### src/dre_pkg.sv
// Shared types and constants for the drip rate estimator.
// No dependencies; used by drip_rate_estimator and dre_check.
`default_nettype none
package dre_pkg;

	// field and register widths, fixed by the interface
	localparam int TC_W   = 20;
	localparam int CUT_W  = 20;
	localparam int DEB_W  = 16;
	localparam int RATE_W = 16;
	localparam int IV_W   = 24;
	localparam int NOW_W  = 32;
	localparam int CFG_W  = 20;
	localparam int IDX_W  = 2;

	// 60000 ms/min in Q8.8
	localparam logic [23:0] RATE_NUM_Q = 24'd15360000;
	localparam logic [IV_W-1:0] IV_MAX = {IV_W{1'b1}};
	localparam logic [RATE_W-1:0] RATE_MAX = {RATE_W{1'b1}};

	// reset values
	localparam logic [TC_W-1:0]  TC_RST  = 20'd20000;
	localparam logic [CUT_W-1:0] CUT_RST = 20'd15000;
	localparam logic [DEB_W-1:0] DEB_RST = 16'd250;

	// register indexes
	localparam logic [IDX_W-1:0] REG_TC  = 2'd0;
	localparam logic [IDX_W-1:0] REG_CUT = 2'd1;
	localparam logic [IDX_W-1:0] REG_DEB = 2'd2;

	// input kinds
	localparam logic MODE_TICK = 1'b0;
	localparam logic MODE_DRIP = 1'b1;

	typedef enum logic [4:0] {
		ST_IDLE = 5'b00001,
		ST_PREP = 5'b00010,
		ST_MUL  = 5'b00100,
		ST_DIV  = 5'b01000,
		ST_FIN  = 5'b10000
	} st_t;

endpackage
`default_nettype wire

### src/drip_rate_estimator.sv
// Drip rate estimator: debounce, interval window, smoothed rate with a
// bit-serial multiplier and restoring divider. Depends on dre_pkg.
//
// Usage:
//  - Input stream s_*: s_tuser = mode (0 tick, 1 drip), s_tdata = now_ms.
//    One input transfer gives exactly one output transfer.
//  - Output stream m_*: m_tdata = drip_rate (Q8.8 drips/min),
//    m_tuser = {rate_cleared, drip_accepted}.
//  - Config port: cfg_we writes cfg_data into register cfg_index
//    (0 time constant, 1 cutoff, 2 debounce); other indexes are dropped.
//    Write only while the block is idle.
// Timing:
//  - Ticks and rejected drips: idle goes straight to the finish state,
//    which raises m_tvalid once the output register is free.
//  - Accepted drips: a prep state, a multiply state (shift-add over the
//    RATE_W (16) bits of the old rate), a divide state (one quotient bit
//    per cycle, NUM_W bits, 39 at defaults), then the result register.
//  - One item at a time; s_tready is high only in the idle state. An item
//    may be taken while the previous result still sits in m_tdata.
//  - If the receiver stalls, the finished result waits in the finish state
//    until the output register frees up.
// Reset: arst_n resets control and config registers, not the datapath.
`default_nettype none
module drip_rate_estimator #(
	parameter int WINDOW     = 3,
	parameter int STAMP_BITS = 32
) (
	input  wire logic        clk,
	input  wire logic        arst_n,
	// input stream
	input  wire logic        s_tvalid,
	output logic             s_tready,
	input  wire logic [31:0] s_tdata,   // [31:0] now_ms
	input  wire logic        s_tuser,   // [0] mode
	// output stream
	output logic             m_tvalid,
	input  wire logic        m_tready,
	output logic [15:0]      m_tdata,   // [15:0] drip_rate
	output logic [1:0]       m_tuser,   // [0] drip_accepted, [1] rate_cleared
	// configuration
	input  wire logic        cfg_we,
	input  wire logic [1:0]  cfg_index,
	input  wire logic [19:0] cfg_data
);

	// derived widths
	localparam int N_W    = $clog2(WINDOW + 1);
	localparam int HEAD_W = (WINDOW > 1) ? $clog2(WINDOW) : 1;
	localparam int TCN_W  = dre_pkg::TC_W + N_W;
	localparam int PROD_W = TCN_W + dre_pkg::RATE_W;
	localparam int KN_W   = 24 + N_W;
	localparam int NUM_W  = ((PROD_W > KN_W) ? PROD_W : KN_W) + 1;
	localparam int SUM_W  = dre_pkg::IV_W + N_W;
	localparam int DEN_W  = ((TCN_W > SUM_W) ? TCN_W : SUM_W) + 1;
	localparam int CNT_W  = $clog2(NUM_W);
	localparam logic [HEAD_W-1:0] HEAD_LAST = HEAD_W'(WINDOW - 1);
	localparam logic [N_W-1:0]    FILL_FULL = N_W'(WINDOW);

	// configuration registers
	logic [dre_pkg::TC_W-1:0]  tc_q;
	logic [dre_pkg::CUT_W-1:0] cut_q;
	logic [dre_pkg::DEB_W-1:0] deb_q;

	// block state
	dre_pkg::st_t               state_q;
	logic [STAMP_BITS-1:0]      last_q;
	logic [dre_pkg::IV_W-1:0]   win_q [WINDOW];
	logic [SUM_W-1:0]           sum_q;    // running total of the window
	logic [N_W-1:0]             fill_q;
	logic [HEAD_W-1:0]          head_q;
	logic [dre_pkg::RATE_W-1:0] rate_q;
	logic                       armed_q;
	logic                       acc_q;    // result flags for the pending item
	logic                       clr_q;

	// arithmetic datapath
	logic [TCN_W-1:0]           tcn_q;
	logic [NUM_W-1:0]           acc_sum_q;  // numerator accumulator
	logic [NUM_W-1:0]           mcand_q;
	logic [dre_pkg::RATE_W-1:0] mplier_q;
	logic [DEN_W-1:0]           den_q;
	logic [DEN_W-1:0]           rem_q;
	logic [dre_pkg::RATE_W-1:0] quo_q;
	logic                       ovf_q;
	logic [CNT_W-1:0]           cnt_q;

	// front-end decode
	logic [STAMP_BITS-1:0]    now_sl;
	logic [STAMP_BITS-1:0]    dt;
	logic [31:0]              dt32;
	logic [dre_pkg::IV_W-1:0] iv;
	logic                     in_xfer;
	logic                     drip_ok;
	logic                     tick_clr;

	// divider step
	logic [DEN_W:0]             rem_sh;
	logic                       qbit;
	logic [DEN_W-1:0]           rem_nx;
	logic [dre_pkg::RATE_W-1:0] quo_nx;
	logic                       ovf_nx;

	assign s_tready = (state_q == dre_pkg::ST_IDLE);
	assign in_xfer  = s_tvalid && s_tready;

	assign now_sl   = s_tdata[STAMP_BITS-1:0];
	assign dt       = now_sl - last_q;   // wraps modulo 2^STAMP_BITS
	assign dt32     = 32'(dt);
	assign iv       = (dt32 > 32'(dre_pkg::IV_MAX)) ? dre_pkg::IV_MAX
	                                                : dt32[dre_pkg::IV_W-1:0];
	assign drip_ok  = (s_tuser == dre_pkg::MODE_DRIP) && (dt32 > 32'(deb_q));
	assign tick_clr = (s_tuser == dre_pkg::MODE_TICK) && armed_q
	                  && (dt32 >= 32'(cut_q));

	// restoring divide: one quotient bit per cycle, MSB of numerator first
	always_comb begin
		rem_sh = {rem_q, acc_sum_q[NUM_W-1]};
		qbit   = (rem_sh >= {1'b0, den_q});
		rem_nx = qbit ? DEN_W'(rem_sh - {1'b0, den_q}) : rem_sh[DEN_W-1:0];
		quo_nx = {quo_q[dre_pkg::RATE_W-2:0], qbit};
		// any bit above the 16 result bits means saturation
		ovf_nx = ovf_q | quo_q[dre_pkg::RATE_W-1];
	end

	// configuration writes
	always_ff @(posedge clk or negedge arst_n) begin
		if (!arst_n) begin
			tc_q  <= dre_pkg::TC_RST;
			cut_q <= dre_pkg::CUT_RST;
			deb_q <= dre_pkg::DEB_RST;
		end else if (cfg_we) begin
			case (cfg_index)
				dre_pkg::REG_TC:  tc_q  <= cfg_data[dre_pkg::TC_W-1:0];
				dre_pkg::REG_CUT: cut_q <= cfg_data[dre_pkg::CUT_W-1:0];
				dre_pkg::REG_DEB: deb_q <= cfg_data[dre_pkg::DEB_W-1:0];
				default: ;
			endcase
		end
	end

	// control and state
	always_ff @(posedge clk or negedge arst_n) begin
		if (!arst_n) begin
			state_q  <= dre_pkg::ST_IDLE;
			last_q   <= '0;
			for (int i = 0; i < WINDOW; i++) win_q[i] <= '0;
			sum_q    <= '0;
			fill_q   <= '0;
			head_q   <= '0;
			rate_q   <= '0;
			armed_q  <= 1'b0;
			acc_q    <= 1'b0;
			clr_q    <= 1'b0;
			cnt_q    <= '0;
			m_tvalid <= 1'b0;
		end else begin
			// the finish state reloads the output itself
			if (m_tvalid && m_tready && (state_q != dre_pkg::ST_FIN))
				m_tvalid <= 1'b0;

			case (state_q)
				dre_pkg::ST_IDLE: begin
					if (in_xfer) begin
						acc_q   <= drip_ok;
						clr_q   <= tick_clr;
						state_q <= drip_ok ? dre_pkg::ST_PREP : dre_pkg::ST_FIN;
						if (drip_ok) begin
							win_q[head_q] <= iv;
							sum_q   <= sum_q - SUM_W'(win_q[head_q]) + SUM_W'(iv);
							head_q  <= (head_q == HEAD_LAST) ? '0 : head_q + 1'b1;
							if (fill_q != FILL_FULL) fill_q <= fill_q + 1'b1;
							last_q  <= now_sl;
							armed_q <= 1'b1;
						end
						if (tick_clr) begin
							rate_q  <= '0;
							armed_q <= 1'b0;
						end
					end
				end
				dre_pkg::ST_PREP: begin
					cnt_q   <= CNT_W'(dre_pkg::RATE_W - 1);
					state_q <= dre_pkg::ST_MUL;
				end
				dre_pkg::ST_MUL: begin
					if (cnt_q == '0) begin
						cnt_q   <= CNT_W'(NUM_W - 1);
						state_q <= dre_pkg::ST_DIV;
					end else begin
						cnt_q <= cnt_q - 1'b1;
					end
				end
				dre_pkg::ST_DIV: begin
					cnt_q <= cnt_q - 1'b1;
					if (cnt_q == '0) begin
						rate_q  <= ovf_nx ? dre_pkg::RATE_MAX : quo_nx;
						state_q <= dre_pkg::ST_FIN;
					end
				end
				dre_pkg::ST_FIN: begin
					if (!m_tvalid || m_tready) begin
						m_tvalid <= 1'b1;
						state_q  <= dre_pkg::ST_IDLE;
					end
				end
				default: state_q <= dre_pkg::ST_IDLE;
			endcase
		end
	end

	// datapath registers, no reset needed
	always_ff @(posedge clk) begin
		case (state_q)
			dre_pkg::ST_PREP: begin
				// tc*n and 60000*256*n are narrow-by-tiny products
				tcn_q     <= TCN_W'(tc_q) * TCN_W'(fill_q);
				mcand_q   <= NUM_W'(TCN_W'(tc_q) * TCN_W'(fill_q));
				acc_sum_q <= NUM_W'(KN_W'(dre_pkg::RATE_NUM_Q) * KN_W'(fill_q));
				mplier_q  <= rate_q;
			end
			dre_pkg::ST_MUL: begin
				// shift-add, LSB of the old rate first
				if (mplier_q[0]) acc_sum_q <= acc_sum_q + mcand_q;
				mcand_q  <= {mcand_q[NUM_W-2:0], 1'b0};
				mplier_q <= {1'b0, mplier_q[dre_pkg::RATE_W-1:1]};
				if (cnt_q == '0) begin
					den_q <= DEN_W'(tcn_q) + DEN_W'(sum_q);
					rem_q <= '0;
					quo_q <= '0;
					ovf_q <= 1'b0;
				end
			end
			dre_pkg::ST_DIV: begin
				acc_sum_q <= {acc_sum_q[NUM_W-2:0], 1'b0};
				rem_q     <= rem_nx;
				quo_q     <= quo_nx;
				ovf_q     <= ovf_nx;
			end
			dre_pkg::ST_FIN: begin
				if (!m_tvalid || m_tready) begin
					m_tdata <= rate_q;
					m_tuser <= {clr_q, acc_q};
				end
			end
			default: ;
		endcase
	end

endmodule
`default_nettype wire

### config.mk
export PLATFORM = sky130hd
export DESIGN_NAME = drip_rate_estimator
export DESIGN_NICKNAME = d
export VERILOG_FILES = /design/src/dre_pkg.sv /design/src/drip_rate_estimator.sv
export SDC_FILE = /design/constraint.sdc
export NUM_CORES = 1
export LEC_CHECK = 0
export ABC_AREA = 1
export BUFFER_PORTS_ARGS = -buffer_cell sky130_fd_sc_hd__clkbuf_2
export CORE_UTILIZATION = 30
export CTS_CLUSTER_SIZE = 40
export DETAILED_ROUTE_END_ITERATION = 12
export SLEW_MARGIN = 20
export SYNTH_ARGS = -nofsm -noshare
export SYNTH_HDL_FRONTEND = slang
export SYNTH_SLANG_ARGS = --single-unit
### constraint.sdc
create_clock -name clk -period 15.95 [get_ports clk]
set_input_delay 0.7975 -clock clk [delete_from_list [all_inputs] [get_ports clk]]
set_output_delay 0.7975 -clock clk [all_outputs]
set_load 0.02 [all_outputs]
* Yosys cells after proc, flatten, opt, wreduce, memory -nomap -nowiden
Cells that the tools add are included.
Operators by class: magnitude comparators 6, bitwise logic cells 3, reductions and logical operators 29, $mul 3, eq/ne operators 16, multiplexer cells 37, $add $sub $neg 9
Operator list (number):
- 39-bit one-hot mux with 3 select lines | 1
- 24-bit 2-to-1 mux | 4
- 16-bit one-hot mux with 2 select lines | 3
- 16-bit 2-to-1 mux | 5
- 39-bit one-hot mux with 2 select lines | 1
- 72-bit bitwise mux | 1
- 27-bit 2-to-1 mux | 2
- 27-bit one-hot mux with 2 select lines | 1
- 24-bit binary-select mux with 2-bit select | 1
- 24-bit demux with 2-bit select | 1
- 20-bit by 2-bit multiplier with 22-bit output | 2
- 39-bit adder | 1
- 39-bit 2-to-1 mux | 1
- 32-bit by 20-bit >= comparator with 1-bit output | 1
- 32-bit by 16-bit greater-than comparator with 1-bit output | 1
- 32-bit by 24-bit greater-than comparator with 1-bit output, second input constant | 1
- 32-bit subtractor | 1
- 28-bit by 27-bit >= comparator with 1-bit output | 1
- 22-bit by 26-bit adder with 27-bit output | 1
- 27-bit subtractor | 1
- 26-bit by 24-bit adder with 26-bit output | 1
- 26-bit by 24-bit subtractor with 26-bit output | 1
- 5-bit 2-to-1 mux | 5
- 5-bit one-hot mux with 5 select lines | 1
- 33 further kinds | 64
Storage, ports and cells: bits in registers 426

* Logic depth before layout (Yosys ltp)
depth in word-level cells 6, gate-level depth with buffers 37, depth with buffers taken out 36

* Worst setup path after synthesis
OpenSTA, ideal clock, no wires.
path type register -> register, from reg state_q[2], to reg acc_sum_q[0], enable pin, buffers on the path 0, library setup time 436 ps, cell stages (with the launch flop) 8, slack 10043 ps, arrival time 5472 ps, data required time 15514 ps, cell sequence dfrtp_1 > nor2_1 > nand2_1 > nor3_1 > nor2_1 > inv_1 > nor2_1 > nor2_1
On the way: longest elaborated chain between the ends 3
Ends and longest elaborated chain:
- start: declaration | RTL line drip_rate_estimator.sv:65 | dre_pkg::st_t state_q;
- start signal: assignment | RTL line drip_rate_estimator.sv:144 | state_q <= dre_pkg::ST_IDLE;
- start signal: assignment | RTL line drip_rate_estimator.sv:166 | state_q <= drip_ok ? dre_pkg::ST_PREP : dre_pkg::ST_FIN;
- start signal: assignment | RTL line drip_rate_estimator.sv:183 | state_q <= dre_pkg::ST_MUL;
- 5-bit by 3-bit == test with 1-bit output (tied with other cells) | RTL line drip_rate_estimator.sv:213 | case (state_q)
- 2-bit != test (no line) / 3-bit nonzero test (equally long branches)
- 2-bit AND reduction (no line) *
- end signal: assignment | RTL line drip_rate_estimator.sv:218 | acc_sum_q <= NUM_W'(KN_W'(dre_pkg::RATE_NUM_Q) * KN_W'(fill_q));
- end signal: assignment | RTL line drip_rate_estimator.sv:223 | if (mplier_q[0]) acc_sum_q <= acc_sum_q + mcand_q;
- end signal: assignment | RTL line drip_rate_estimator.sv:234 | acc_sum_q <= {acc_sum_q[NUM_W-2:0], 1'b0};
- end: declaration | RTL line drip_rate_estimator.sv:78 | logic [NUM_W-1:0] acc_sum_q;
Every way passes the cells marked *; elsewhere a longest branch is shown, timed or not. A chain may end at the register's enable or synchronous reset.

* Worst setup path after layout
from reg last_q[0], to reg sum_q[22]
On the way: longest elaborated chain between the ends 4
Ends and longest elaborated chain:
- start: declaration | RTL line drip_rate_estimator.sv:66 | logic [STAMP_BITS-1:0] last_q;
- start signal: assignment | RTL line drip_rate_estimator.sv:172 | last_q <= now_sl;
- 32-bit subtractor * | RTL line drip_rate_estimator.sv:107 | assign dt = now_sl - last_q;
- 32-bit by 24-bit greater-than comparator with 1-bit output / 32-bit by 16-bit greater-than comparator with 1-bit output (equally long branches) | RTL line drip_rate_estimator.sv:109, drip_rate_estimator.sv:111
- 24-bit 2-to-1 mux / 1-bit logical AND (equally long branches) | RTL line drip_rate_estimator.sv:109, drip_rate_estimator.sv:111
- 26-bit by 24-bit adder with 26-bit output / 3-bit AND reduction (equally long branches)
- end signal: assignment | RTL line drip_rate_estimator.sv:169 | sum_q <= sum_q - SUM_W'(win_q[head_q]) + SUM_W'(iv);
- end: declaration | RTL line drip_rate_estimator.sv:68 | logic [SUM_W-1:0] sum_q;
Marks and branches as above.

==> results.yml <==
placement:
  place_congestion: 0.906
  detailed_place_hpwl_um: 57500
  port-buffer-count: 79
power_and_ir_drop:
  leakagePower_nw: 16.2
  power_frac_clock: 0.185
  comb_power_share: 0.543
  power.share.sequential: 0.271
  power_density_mw_per_mm2: 192
  design_power_total_mw: 6.21
  vdd_ir_drop_max_mv: 0.111
  netSwitchingPower_mw: 2.89
  sw_frac_of_total: 0.466
  p_int_mw: 3.32
logic_synthesis:
  yosysWarningCount: 0
  synth_largest_area_cell: "sky130_fd_sc_hd__edfxtp_1"
  ys_types: 57
  ys_async_sr_fraction: 0.519
  postSynth.topFlopCell: "sky130_fd_sc_hd__edfxtp_1"
  yosys_top_cell_area_share: 0.212
  yosys-top-cells-count: "sky130_fd_sc_hd__nand2_1 (1221), sky130_fd_sc_hd__inv_1 (576), sky130_fd_sc_hd__a21oi_1 (250)"
  post_synth_main_area_contributors: "sky130_fd_sc_hd__edfxtp_1 (21%), sky130_fd_sc_hd__dfrtp_1 (17%), sky130_fd_sc_hd__nand2_1 (16%)"
  postSynthCellCount: 3816
  edff_count_synth: 205
  synthesis.nets: 4112
  synth.yosys.seq_area_share: 0.403
  syn_area_mm2: 0.0291
  number_of_storage_elements_in_the_synthesis_netlist: 426
  per_instance_average_area_after_synthesis_um2: 7.62
  post-synth-top-count-cell: "sky130_fd_sc_hd__nand2_1"
floorplan:
  placementRows: 113
  initial_core_util: 0.305
  chipWidth_um: 313
  die_area_mm2: 0.0981
  pin_count: 80
  die_height_um: 313
  core-area_mm2: 0.0954
critical_path:
  critical-path-top-delay-family: "simple AND/OR/NAND/NOR gates"
  critical_path_required_ns: 16.45
  worst_ep_arrival_time_ns: 6.00
  worst-setup-path-type: "register to register"
  critical_path_peak_fanout: 14
  reg2reg_from: "last_q[0]$_DFFE_PN0P_"
  critPathBufInv: 2
  critPathMostFrequentCell: "sky130_fd_sc_hd__nand2_1"
  crit_path_end_kind: "register"
  register_to_register_path_setup_slack_ns: 10.45
  timing.reg2reg.worst_path_depth: 30
  critical_path_launch_point_type: "register"
  slowest_delay_ns: 0.47
  r2r_end: "sum_q[22]$_DFFE_PN0P_"
  crit_slowest_cell: "sky130_fd_sc_hd__fa_1"
global_routing:
  grt.overflow.total: 0
  vias_in_the_first_global_route: 23700
  grt_start_max_net_pins: 97
  grt_first_pass_wirelength_um: 126000
  global_route.usage.total: 0.159
  grt_antenna_before_repair: 2
clock_tree:
  cts.sink_count: 426
  cts_repair_resize_count: 0
  clock_path_buffers: 3
  postCtsSetupRepairBufs: 0
  clk_transition_reported_paths_ns: 0.06
  clock-root-buffer: "sky130_fd_sc_hd__clkbuf_16"
  tritoncts: "built"
  cts_buffers: 48
  cts-htree-levels: 2
  clkLatencyLatePin_ns: 0.63
  post_cts_hold_buffer_count: 0
run:
  maxCapViolations: 0
sta:
  timing.final.max_slew_violations: 0
  worst_slew_pin_slew_ns: 1.08
  fin_setup_tns_ns: 0
  report.final.setup_viol: 0
  fmax_ghz: 0.182
  fin_worst_skew_ns: 0.0209
  rsz0062_at_grt: "no"
  final_hold_violation_count: 0
  whs_ns: 0.231
  timing.max_slew.rel_slack: 0.277
  tcrit_tclk_final: 0.345
  finalWorstPathRequiredPeriod_ns: 5.50
route:
  first_iter_violations: 1828
  drt_first_pass_iters: 6
  routed-via-count: 24500
  routed_wirelength_um: 78500
  wl_per_cell_um: 15.2
  drt.antenna.violating_nets: 0
  detail_route.drc_violations: 0
  vias_per_cell: 4.74
final_layout:
  layout.nets: 4159
  syn2layout_area_growth_pct: 11.6
  drive_gt1_frac: 0.0720
run_status:
  outcome: "finished clean"
worst_hold_path:
  hold_path_class: "input pin to asynchronous set/reset pin"
[worst register-to-register path, delay by kind of cell (launching register included)]
family / cells / cell delay [ns]
xor+xnor: 1 / 0.14
fa+ha+maj: 4 / 1.50
flops: 1 / 0.38
compound gates: 4 / 0.86
buf+inv: 2 / 0.17
simple gates: 19 / 2.36
[cell usage in the layout (no fill, tap or decap), drive strengths merged, types with 21 or more instances in the layout]
| master | n |
|---|---|
| fa | 29 |
| xnor2 | 46 |
| edfxtp | 205 |
| inv | 598 |
| nand3 | 148 |
| dfrtp | 202 |
| xor2 | 70 |
| nor2 | 231 |
| a21oi | 252 |
| clkbuf | 136 |
| nand4 | 103 |
| or2 | 23 |
| clkinv | 22 |
| o21ai | 209 |
| ha | 207 |
| nand2 | 1242 |
| nor3 | 21 |
[cell families after synthesis]
logic type,synth area share
xor gates and xnor gates,0.0350
DFF,0.403
and+or+nand+nor,0.258
AOI/OAI and AO/OA,0.102
adders and majority gates,0.109
buffers and inverters,0.0931
[worst max path at each step]
stage                                 from                          to  cells past startpoint
floorplan           state_q[2]$_DFFE_PN0P_  acc_sum_q[0]$_SDFFCE_PP0P_                      7
global placement                s_tdata[0]       sum_q[22]$_DFFE_PN0P_                     32
detailed placement              s_tdata[0]       sum_q[22]$_DFFE_PN0P_                     32
CTS                  last_q[0]$_DFFE_PN0P_       sum_q[22]$_DFFE_PN0P_                     30
global route         last_q[0]$_DFFE_PN0P_       sum_q[22]$_DFFE_PN0P_                     30
finish               last_q[0]$_DFFE_PN0P_       sum_q[22]$_DFFE_PN0P_                     30
[stage by stage]
step           std cells  cell area (um^2)   util  setup slack [ns]
6_report            5168             32400  0.340             10.45
5_1_grt             5168             32400  0.340              9.86
4_1_cts             5166             32400  0.339             10.45
3_5_place_dp        5077             30800  0.322              9.86
3_3_place_gp        5077             30800  0.322              9.97
2_1_floorplan       3816             29100      -             10.04
[flip-flops by register name, summed over array words and instances (netlist names), 5 cells and up]
register   cells
win_q         72
acc_sum_q     39
mcand_q       39
last_q        32
den_q         27
rem_q         27
sum_q         26
tcn_q         22
cut_q         20
tc_q          20
deb_q         16
m_tdata       16
mplier_q      16
quo_q         16
rate_q        16
cnt_q          6
state_q        5
[cell type report]
cell class	instances	area (um^2)
antenna	1	2.50
clock buffer	58	1270
clock inverter	31	338
fill	10200	63000
inverter	598	2240
multi-input combinational	2693	14700
sequential	426	11700
tap	1265	1580
timing repair buffer	96	553
[power by group through the flow]
| stage | Combinational [mW] | Clock, mW | Sequential [mW] |
|---|---|---|---|
| 2_1_floorplan | 2.55 | 0 | 1.62 |
| 3_3_place_gp | 3.32 | 0 | 1.70 |
| 3_5_place_dp | 3.36 | 0 | 1.70 |
| 4_1_cts | 3.37 | 1.19 | 1.69 |
| 5_1_grt | 3.86 | 1.22 | 1.71 |
| 6_report | 3.37 | 1.15 | 1.69 |
[metal layers]
metal  global-route usage  up-vias  routed length (um)
met5                    0        -                  13
met4               0.0623        2                3050
met3               0.0216      128                3720
met2                0.259      540               35200
met1                0.214    11400               36500
li1                     -    12400                   -
No activity file was read; power rests on OpenSTA's default activity.
